[config.mk]
export PLATFORM = sky130hd
export DESIGN_NAME = terminal_key_sequence_decoder_core
export DESIGN_NICKNAME = d
export VERILOG_FILES = /design/src/design/tkd_pkg.sv /design/src/design/tkd_decode.sv /design/src/design/terminal_key_sequence_decoder_core.sv
export SDC_FILE = /design/constraint.sdc
export NUM_CORES = 1
export LEC_CHECK = 0
export ABC_AREA = 1
export BUFFER_PORTS_ARGS = -buffer_cell sky130_fd_sc_hd__buf_2
export CAP_MARGIN = 30
export CORE_UTILIZATION = 45
export CTS_CLUSTER_SIZE = 25
export DETAILED_ROUTE_END_ITERATION = 8
export SETUP_SLACK_MARGIN = 0.4
export SYNTH_ARGS = -nofsm -noshare
export SYNTH_HDL_FRONTEND = slang
export SYNTH_SLANG_ARGS = --single-unit
[constraint.sdc]
create_clock -name clk_i -period 6.5 [get_ports clk_i]
set_clock_uncertainty 0.1 [all_clocks]
set_input_delay 0.65 -clock clk_i [delete_from_list [all_inputs] [get_ports clk_i]]
set_output_delay 0.65 -clock clk_i [all_outputs]
set_load 0.05 [all_outputs]
[src/design/tkd_pkg.sv]
// ----------------------------------------------------------------------------
// Terminal key sequence decoder package
// Shared types, codes and defaults for the terminal key decoder.
// ----------------------------------------------------------------------------
package tkd_pkg;

  // Default depth of the CSI parameter byte store.
  localparam int unsigned PARAM_DEPTH_DEF = 16;

  // Number of spaces for a tab after reset.
  localparam logic [3:0] TAB_SPACES_RESET = 4'd4;

  // Byte codes used by the decoder.
  localparam logic [7:0] BYTE_ESC       = 8'h1b;
  localparam logic [7:0] BYTE_DEL       = 8'h7f;
  localparam logic [7:0] BYTE_BS        = 8'h08;
  localparam logic [7:0] BYTE_CR        = 8'h0d;
  localparam logic [7:0] BYTE_LF        = 8'h0a;
  localparam logic [7:0] BYTE_TAB       = 8'h09;
  localparam logic [7:0] BYTE_SPACE     = 8'h20;
  localparam logic [7:0] BYTE_PARAM_MAX = 8'h3f;
  localparam logic [7:0] BYTE_SEMI      = 8'h3b;
  localparam logic [7:0] BYTE_FIVE      = 8'h35;
  localparam logic [7:0] BYTE_CSI_INTRO = 8'h5b;
  localparam logic [7:0] BYTE_SS3_INTRO = 8'h4f;
  localparam logic [7:0] BYTE_TILDE     = 8'h7e;

  // Key event codes.
  typedef enum logic [4:0] {
    KEY_NONE      = 5'd0,
    KEY_CHAR      = 5'd1,
    KEY_ENTER     = 5'd2,
    KEY_BACKSPACE = 5'd3,
    KEY_INTERRUPT = 5'd4,
    KEY_EOF       = 5'd5,
    KEY_HOME      = 5'd6,
    KEY_END       = 5'd7,
    KEY_LEFT      = 5'd8,
    KEY_RIGHT     = 5'd9,
    KEY_UP        = 5'd10,
    KEY_DOWN      = 5'd11,
    KEY_WORDLEFT  = 5'd12,
    KEY_WORDRIGHT = 5'd13,
    KEY_DELETE    = 5'd14,
    KEY_KILLSTART = 5'd15,
    KEY_KILLEND   = 5'd16,
    KEY_KILLWORD  = 5'd17,
    KEY_CLEAR     = 5'd18,
    KEY_IGNORED   = 5'd19
  } key_code_e;

  // Decoder modes.
  typedef enum logic [2:0] {
    MODE_GROUND = 3'd0,
    MODE_ESCAPE = 3'd1,
    MODE_CSI    = 3'd2,
    MODE_SS3    = 3'd3,
    MODE_UTF8   = 3'd4
  } mode_e;

  // Mode and UTF-8 collection state.
  typedef struct packed {
    mode_e       mode;
    logic [23:0] collected;
    logic [1:0]  count;
    logic [1:0]  owed;
  } dec_state_t;

  // One key event.
  typedef struct packed {
    key_code_e   key;
    logic [63:0] text;
    logic [3:0]  len;
  } result_t;

endpackage

[src/design/tkd_decode.sv]
// ----------------------------------------------------------------------------
// Terminal key decoder step logic
// Maps one byte and the current decoder state to a key event and next state.
// ----------------------------------------------------------------------------
module tkd_decode #(
  parameter int unsigned PARAM_DEPTH = tkd_pkg::PARAM_DEPTH_DEF,
  localparam int unsigned CW = $clog2(PARAM_DEPTH + 1)
) (
  input  logic [7:0]           byte_i,
  input  logic [3:0]           tab_spaces_i,
  input  tkd_pkg::dec_state_t  state_i,
  input  logic [CW-1:0]        param_count_i,
  input  logic [7:0]           param_i [PARAM_DEPTH],
  output tkd_pkg::dec_state_t  state_o,
  output logic [CW-1:0]        param_count_o,
  output logic                 param_we_o,
  output tkd_pkg::result_t     result_o
);

  typedef struct packed {
    tkd_pkg::result_t    res;
    tkd_pkg::dec_state_t st;
  } ground_t;

  localparam tkd_pkg::dec_state_t STATE_CLEAR = '{
    mode: tkd_pkg::MODE_GROUND, collected: 24'd0, count: 2'd0, owed: 2'd0};

  // Build a result with no text.
  function automatic tkd_pkg::result_t plain_key(input tkd_pkg::key_code_e k);
    tkd_pkg::result_t r;
    r.key  = k;
    r.text = 64'd0;
    r.len  = 4'd0;
    return r;
  endfunction

  // Handling of one byte in ground mode, starting from a cleared state.
  function automatic ground_t ground_fn(input logic [7:0] b, input logic [3:0] tw);
    ground_t    g;
    logic [3:0] n;
    g.st  = STATE_CLEAR;
    g.res = plain_key(tkd_pkg::KEY_IGNORED);
    case (b)
      tkd_pkg::BYTE_ESC: begin
        g.st.mode = tkd_pkg::MODE_ESCAPE;
        g.res     = plain_key(tkd_pkg::KEY_NONE);
      end
      tkd_pkg::BYTE_CR, tkd_pkg::BYTE_LF: g.res = plain_key(tkd_pkg::KEY_ENTER);
      tkd_pkg::BYTE_DEL, tkd_pkg::BYTE_BS: g.res = plain_key(tkd_pkg::KEY_BACKSPACE);
      8'h03: g.res = plain_key(tkd_pkg::KEY_INTERRUPT);
      8'h04: g.res = plain_key(tkd_pkg::KEY_EOF);
      8'h01: g.res = plain_key(tkd_pkg::KEY_HOME);
      8'h05: g.res = plain_key(tkd_pkg::KEY_END);
      8'h02: g.res = plain_key(tkd_pkg::KEY_LEFT);
      8'h06: g.res = plain_key(tkd_pkg::KEY_RIGHT);
      8'h10: g.res = plain_key(tkd_pkg::KEY_UP);
      8'h0e: g.res = plain_key(tkd_pkg::KEY_DOWN);
      8'h15: g.res = plain_key(tkd_pkg::KEY_KILLSTART);
      8'h0b: g.res = plain_key(tkd_pkg::KEY_KILLEND);
      8'h17: g.res = plain_key(tkd_pkg::KEY_KILLWORD);
      8'h0c: g.res = plain_key(tkd_pkg::KEY_CLEAR);
      tkd_pkg::BYTE_TAB: begin
        // Clamp the width to one through eight spaces.
        if (tw == 4'd0) begin
          n = 4'd1;
        end else if (tw > 4'd8) begin
          n = 4'd8;
        end else begin
          n = tw;
        end
        g.res.key = tkd_pkg::KEY_CHAR;
        g.res.len = n;
        for (int i = 0; i < 8; i++) begin
          g.res.text[8*i +: 8] = (4'(i) < n) ? tkd_pkg::BYTE_SPACE : 8'h00;
        end
      end
      default: begin
        if (b < tkd_pkg::BYTE_SPACE) begin
          g.res = plain_key(tkd_pkg::KEY_IGNORED);
        end else if (!b[7]) begin
          g.res.key  = tkd_pkg::KEY_CHAR;
          g.res.text = {56'd0, b};
          g.res.len  = 4'd1;
        end else if ((b & 8'hE0) == 8'hC0 || (b & 8'hF0) == 8'hE0 ||
                     (b & 8'hF8) == 8'hF0) begin
          // UTF-8 lead byte: start collecting the character.
          g.st.mode      = tkd_pkg::MODE_UTF8;
          g.st.collected = {16'd0, b};
          g.st.count     = 2'd1;
          if ((b & 8'hE0) == 8'hC0) begin
            g.st.owed = 2'd1;
          end else if ((b & 8'hF0) == 8'hE0) begin
            g.st.owed = 2'd2;
          end else begin
            g.st.owed = 2'd3;
          end
          g.res = plain_key(tkd_pkg::KEY_NONE);
        end else begin
          g.res = plain_key(tkd_pkg::KEY_IGNORED);
        end
      end
    endcase
    return g;
  endfunction

  ground_t              ground;
  logic                 ctrl;
  logic                 one_number;
  tkd_pkg::key_code_e   final_key;
  logic [63:0]          utf_text;

  assign ground = ground_fn(byte_i, tab_spaces_i);

  // A ";5" pair anywhere among the stored parameters marks ctrl.
  always_comb begin
    ctrl = 1'b0;
    for (int i = 0; i + 1 < PARAM_DEPTH; i++) begin
      if (CW'(i + 1) < param_count_i && param_i[i] == tkd_pkg::BYTE_SEMI &&
          param_i[i + 1] == tkd_pkg::BYTE_FIVE) begin
        ctrl = 1'b1;
      end
    end
  end

  // The number before the first ';' is exactly one byte long.
  assign one_number = (param_count_i != '0) && (param_i[0] != tkd_pkg::BYTE_SEMI) &&
                      ((param_count_i == CW'(1)) || (param_i[1] == tkd_pkg::BYTE_SEMI));

  // Final byte of a CSI or SS3 sequence.
  always_comb begin
    case (byte_i)
      8'h41: final_key = tkd_pkg::KEY_UP;
      8'h42: final_key = tkd_pkg::KEY_DOWN;
      8'h43: final_key = ctrl ? tkd_pkg::KEY_WORDRIGHT : tkd_pkg::KEY_RIGHT;
      8'h44: final_key = ctrl ? tkd_pkg::KEY_WORDLEFT : tkd_pkg::KEY_LEFT;
      8'h48: final_key = tkd_pkg::KEY_HOME;
      8'h46: final_key = tkd_pkg::KEY_END;
      tkd_pkg::BYTE_TILDE: begin
        final_key = tkd_pkg::KEY_IGNORED;
        if (one_number) begin
          case (param_i[0])
            8'h31, 8'h37: final_key = tkd_pkg::KEY_HOME;
            8'h34, 8'h38: final_key = tkd_pkg::KEY_END;
            8'h33:        final_key = tkd_pkg::KEY_DELETE;
            default:      final_key = tkd_pkg::KEY_IGNORED;
          endcase
        end
      end
      default: final_key = tkd_pkg::KEY_IGNORED;
    endcase
  end

  // Collected bytes with the current byte placed after them.
  always_comb begin
    case (state_i.count)
      2'd0:    utf_text = {40'd0, state_i.collected[23:8], byte_i};
      2'd1:    utf_text = {40'd0, state_i.collected[23:16], byte_i,
                           state_i.collected[7:0]};
      2'd2:    utf_text = {40'd0, byte_i, state_i.collected[15:0]};
      default: utf_text = {32'd0, byte_i, state_i.collected};
    endcase
  end

  // Mode dispatch.
  always_comb begin
    state_o       = state_i;
    param_count_o = param_count_i;
    param_we_o    = 1'b0;
    result_o      = plain_key(tkd_pkg::KEY_NONE);
    case (state_i.mode)
      tkd_pkg::MODE_GROUND: begin
        state_o  = ground.st;
        result_o = ground.res;
      end
      tkd_pkg::MODE_UTF8: begin
        if (byte_i[7:6] != 2'b10) begin
          // Bad continuation: drop the partial character and start over.
          state_o       = ground.st;
          param_count_o = '0;
          result_o      = ground.res;
        end else if (state_i.owed <= 2'd1) begin
          state_o       = STATE_CLEAR;
          result_o.key  = tkd_pkg::KEY_CHAR;
          result_o.text = utf_text;
          result_o.len  = {2'b00, state_i.count} + 4'd1;
        end else begin
          state_o.collected = utf_text[23:0];
          state_o.count     = state_i.count + 2'd1;
          state_o.owed      = state_i.owed - 2'd1;
        end
      end
      tkd_pkg::MODE_ESCAPE: begin
        param_count_o = '0;
        if (byte_i == tkd_pkg::BYTE_CSI_INTRO) begin
          state_o.mode = tkd_pkg::MODE_CSI;
        end else if (byte_i == tkd_pkg::BYTE_SS3_INTRO) begin
          state_o.mode = tkd_pkg::MODE_SS3;
        end else begin
          state_o.mode = tkd_pkg::MODE_GROUND;
          if (byte_i == 8'h62 || byte_i == 8'h42) begin
            result_o = plain_key(tkd_pkg::KEY_WORDLEFT);
          end else if (byte_i == 8'h66 || byte_i == 8'h46) begin
            result_o = plain_key(tkd_pkg::KEY_WORDRIGHT);
          end else begin
            result_o = plain_key(tkd_pkg::KEY_IGNORED);
          end
        end
      end
      tkd_pkg::MODE_CSI: begin
        if (byte_i >= tkd_pkg::BYTE_SPACE && byte_i <= tkd_pkg::BYTE_PARAM_MAX) begin
          // Keep the parameter byte while there is room.
          if (param_count_i < CW'(PARAM_DEPTH)) begin
            param_we_o    = 1'b1;
            param_count_o = param_count_i + CW'(1);
          end
        end else begin
          state_o.mode = tkd_pkg::MODE_GROUND;
          result_o     = plain_key(final_key);
        end
      end
      tkd_pkg::MODE_SS3: begin
        state_o.mode = tkd_pkg::MODE_GROUND;
        result_o     = plain_key(final_key);
      end
      default: begin
        state_o       = STATE_CLEAR;
        param_count_o = '0;
        result_o      = plain_key(tkd_pkg::KEY_IGNORED);
      end
    endcase
  end

endmodule

[src/design/terminal_key_sequence_decoder_core.sv]
// ----------------------------------------------------------------------------
// Terminal key sequence decoder
// Turns a stream of terminal input bytes into one key event per byte.
// ----------------------------------------------------------------------------
// Each accepted byte yields exactly one key event on the master side, in
// order. The block takes one byte per clock cycle while the key event stream
// is not stalled; a byte is captured in an input register at acceptance and
// then decoded into a result register once that register is free or drains,
// from which its event is presented. The single decode step between those
// registers sets that rate. The tab width register may be written only
// while no bytes are in flight.
module terminal_key_sequence_decoder_core #(
  parameter int unsigned PARAM_DEPTH = tkd_pkg::PARAM_DEPTH_DEF
) (
  input  logic        clk_i,
  input  logic        rst_ni,
  // Configuration: tab width.
  input  logic        cfg_we_i,
  input  logic [3:0]  cfg_wdata_i,
  // Input byte stream.
  input  logic        s_axis_tvalid,
  output logic        s_axis_tready,
  input  logic [7:0]  s_axis_tdata,   // [7:0] in_byte
  // Key event stream.
  output logic        m_axis_tvalid,
  input  logic        m_axis_tready,
  output logic [71:0] m_axis_tdata,   // [63:0] text_bytes, [67:64] text_length, rest zero
  output logic [4:0]  m_axis_tuser    // [4:0] key_code
);

  localparam int unsigned CW = $clog2(PARAM_DEPTH + 1);
  localparam int unsigned IW = (PARAM_DEPTH > 1) ? $clog2(PARAM_DEPTH) : 1;

  logic [3:0]          tab_spaces_q;
  logic                in_valid_q;
  logic [7:0]          in_byte_q;
  logic                out_valid_q;
  tkd_pkg::result_t    out_res_q;
  tkd_pkg::dec_state_t state_q, state_d;
  logic [CW-1:0]       param_count_q, param_count_d;
  logic [7:0]          param_q [PARAM_DEPTH];
  logic                param_we;
  tkd_pkg::result_t    res_d;
  logic                advance;

  // The held byte moves on when the result register is free or drains.
  assign advance       = in_valid_q && (!out_valid_q || m_axis_tready);
  assign s_axis_tready = !in_valid_q || advance;

  // Configuration register.
  always_ff @(posedge clk_i or negedge rst_ni) begin
    if (!rst_ni) begin
      tab_spaces_q <= tkd_pkg::TAB_SPACES_RESET;
    end else if (cfg_we_i) begin
      tab_spaces_q <= cfg_wdata_i;
    end
  end

  // Input register.
  always_ff @(posedge clk_i or negedge rst_ni) begin
    if (!rst_ni) begin
      in_valid_q <= 1'b0;
    end else if (s_axis_tvalid && s_axis_tready) begin
      in_valid_q <= 1'b1;
    end else if (advance) begin
      in_valid_q <= 1'b0;
    end
  end

  always_ff @(posedge clk_i) begin
    if (s_axis_tvalid && s_axis_tready) begin
      in_byte_q <= s_axis_tdata;
    end
  end

  // Decode step.
  tkd_decode #(
    .PARAM_DEPTH(PARAM_DEPTH)
  ) u_decode (
    .byte_i       (in_byte_q),
    .tab_spaces_i (tab_spaces_q),
    .state_i      (state_q),
    .param_count_i(param_count_q),
    .param_i      (param_q),
    .state_o      (state_d),
    .param_count_o(param_count_d),
    .param_we_o   (param_we),
    .result_o     (res_d)
  );

  // Decoder state, updated once per transaction.
  always_ff @(posedge clk_i or negedge rst_ni) begin
    if (!rst_ni) begin
      state_q.mode      <= tkd_pkg::MODE_GROUND;
      state_q.collected <= 24'd0;
      state_q.count     <= 2'd0;
      state_q.owed      <= 2'd0;
      param_count_q     <= '0;
    end else if (advance) begin
      state_q       <= state_d;
      param_count_q <= param_count_d;
    end
  end

  // Parameter byte store.
  always_ff @(posedge clk_i) begin
    if (advance && param_we) begin
      param_q[param_count_q[IW-1:0]] <= in_byte_q;
    end
  end

  // Result register.
  always_ff @(posedge clk_i or negedge rst_ni) begin
    if (!rst_ni) begin
      out_valid_q <= 1'b0;
    end else if (advance) begin
      out_valid_q <= 1'b1;
    end else if (m_axis_tready) begin
      out_valid_q <= 1'b0;
    end
  end

  always_ff @(posedge clk_i) begin
    if (advance) begin
      out_res_q <= res_d;
    end
  end

  assign m_axis_tvalid = out_valid_q;
  assign m_axis_tdata  = {4'd0, out_res_q.len, out_res_q.text};
  assign m_axis_tuser  = out_res_q.key;

endmodule

==> results.md <==
* Starting density of the core at 46.14%
* R2R Setup Slk at approximately 3.7 ns
* Psw at approximately 0.001 W
* Peak VDD IR at approximately 0.18 mV
* Sink Count at between 200 and 250
* Mean Syn Cell Area at 10.20 um^2
* Clk slew on worst S/H paths at around 0.060 ns
* Num CTS Buffers at 24
* Synth-to-layout area growth at 13.56%
* Main synth FF type: edfxtp_1
* YS warnings at 0
* CP Data Arrival Time at ~2.9 ns
* MaxCap Viol Count at 0
* Total grt overflow at 0
* TNS Setup at 0 ns
* Crit Path Class: flip-flop to flip-flop
* CTS tree: built
* Std cell rows at 54
* Slew headroom at between 50 and 60%
* Net Sw Frac at between 20% and 30%
* Post-Layout Cell Count at 1371
* Worst slew pin tran at 0.7288 ns
* Most frequent cells in the layout: 182 x nand2_1, 180 x edfxtp_1, 161 x nor2_1
* Gpl congestion at 0.9234
* CTS Hold Buffers Added at 0
* Largest net degree at the start of global routing at 47
* DR vias/cell at approximately 5.2
* Int Power at between 0.002 and 0.003 W
* Leakage at 4.687 nW
* Clk pwr share at roughly 38%
* Worst hold path class: input pin to asynchronous set/reset pin
* Seq/Total Area, Yosys at around 64%
* Ys async rst share at a little under a fifth
* First-pass detailed-route iteration total at 5
* Residual DRC at 0
* Port bufs at between 60 and 70
* Tcrit/Tclk final at 43.71%
* Initial antenna violation count at 0
* Syn Inst Count at between 900 and 1000
* Max Fclk at about 350 MHz
* Mapped cell area at around 0.01 mm^2
* Placed cell count at between 1000 and 1500
* First-pass GRT wire length at approximately 37 mm
* Global Route Usage Sum at 19.89%
* Pwr dens at roughly 310 mW/mm^2
* Io pins at 96
* EDFF count, synth at 180
* ANT nets after route at 0
* WL final at ~23 mm
* Final Hold Vio Count at 0
* Crit. End Element: flip-flop
* H-Tree Depth at 1
* CTS root buf: clkbuf_16
* DP HPWL at approximately 15 mm
* Drt wl/cell at ~17 um
* Die ar. at 0.02305 mm^2
* Distinct cell type count after synthesis at between 40 and 50
* Clock buffer depth at 3
* Worst setup SP type: flip-flop
* Status: finished clean
* Final setup vio count at 0
* Combinational Power Share at roughly 15%
* Vias post-DR at 7137
* Max Transition Viols Final at 0
* Worst Path Required at between 6 and 7 ns
* Final net count at 1101
* Die height at between 150 and 200 um
* Vias in the first global route at around 6900
* Die X at 151.8 um
* RSZ-0062 raised after global routing: no
* N_diodes at 0
* Seq cells post-synth at approximately 220
* Min Tclk post-route at between 2 and 3 ns
* 1st-iter DRT viols at approximately 560
* Setup bufs post-CTS at 0
* Commonest non-fill, non-tap cell in the layout: nand2_1
* Crit path max fanout at 26
* Share of cells above drive strength 1 at between 10% and 20%
* Sequential share of power at between 40% and 50%
* Worst-Skew Late Latency at around 0.52 ns
* Core Region at between 0.02 and 0.025 mm^2
* CTS resizes at 0
state kept, by name, summed over array words and instances, names as in the netlist:
register       cells
tab_spaces_q       4
param_q          128
in_valid_q         1
m_axis_tuser       5
in_byte_q          8
m_axis_tdata      39
m_axis_tvalid      1
state_q           31
param_count_q      5
kinds of logic after synthesis:
family	Yosys count	synth area share (%)
other	1	0.03713
DFF	222	63.93
AOI/OAI and AO/OA	133	7.433
buffers and inverters	168	7.705
adders and majority gates	9	1.115
xor gates and xnor gates	1	0.08672
and+or+nand+nor	456	19.70
metal layers:
metal | GRT usage (%) | part of all wire [%]
met5 | 0 | 0
met2 | 30.45 | 44
met3 | 4.022 | 7.2
met1 | 28.67 | 46
met4 | 5.905 | 2.3
path summary, 6_finish.rpt:
kind                                 startpoint               to  cells past startpoint
worst max-delay path               in_byte_q[5]       param_q[3]                      9
worst min-delay path                     rst_ni  tab_spaces_q[0]                      1
worst max register to register     in_byte_q[5]       param_q[3]                      9
worst min register to register      state_q[27]      state_q[27]                      2
max in group asynchronous                rst_ni      state_q[28]                      2
min in group clk_i              s_axis_tdata[4]     in_byte_q[4]                      1
area by class of cell:
class | instances | area (um^2)
fillers | 1965 | 10420
flip-flops and latches | 222 | 6457
multi-input cells | 632 | 2989
clock buffers | 30 | 654.4
inverters | 121 | 456.7
repair buffers | 74 | 434.2
well taps | 280 | 350.3
clock inverters | 12 | 128.9
synth_stat cells, types with 3 or more instances:
cell type	count	area, um^2
dfrtp_1	41	1026
inv_2	9	33.78
nor2_1	161	604.3
nor3_1	18	90.09
o22ai_1	11	68.82
a22oi_1	7	52.55
buf_2	8	40.04
inv_1	108	405.4
o21ai_1	12	60.06
nand2_4	3	33.78
edfxtp_1	180	5405
nand2_1	182	683.2
nand4_1	13	81.33
o21ai_0	45	225.2
clkbuf_1	3	11.26
nand3_1	47	235.2
nor4_1	3	18.77
o21ai_2	3	26.28
a21oi_1	39	195.2
buf_4	36	270.3
nor2_2	8	50.05
nor2_4	3	33.78
clkinv_1	3	11.26
a31oi_1	5	31.28
ha_1	9	112.6
nand3b_1	10	75.07
power groups by stage:
stage | logic, W | clock network, W | registers [W]
2_1_floorplan | 0.000277 | 0 | 0.00181
3_3_place_gp | 0.000530 | 0 | 0.00168
3_5_place_dp | 0.000538 | 0 | 0.00168
4_1_cts | 0.000540 | 0.00137 | 0.00165
5_1_grt | 0.000592 | 0.00142 | 0.00166
6_report | 0.000546 | 0.00134 | 0.00165
through the flow:
stage	area (um^2)	power, W	hold WS, ns	util (%)	worst slack (ns)
after floorplan	10220	0.002086	0.2544	-	3.504
after global placement	10630	0.002211	0.3651	48.55	2.950
after detailed placement	10670	0.002220	0.3731	48.73	3.039
after CTS	11450	0.003565	0.02628	52.31	3.373
after global routing	11470	0.003669	0.06310	52.40	3.396
final	11470	0.003536	0.02639	52.40	3.659
worst max-delay path: stages, from the launching register on:
cell,delay (ns)
edfxtp_1,0.33
buf_4,0.35
inv_1,0.18
nor2_1,0.18
inv_1,0.08
nor2_1,0.09
inv_1,0.08
nor3_4,0.24
nand2_1,0.28
nor2_1,0.58
(Power assumes the default switching activity.)
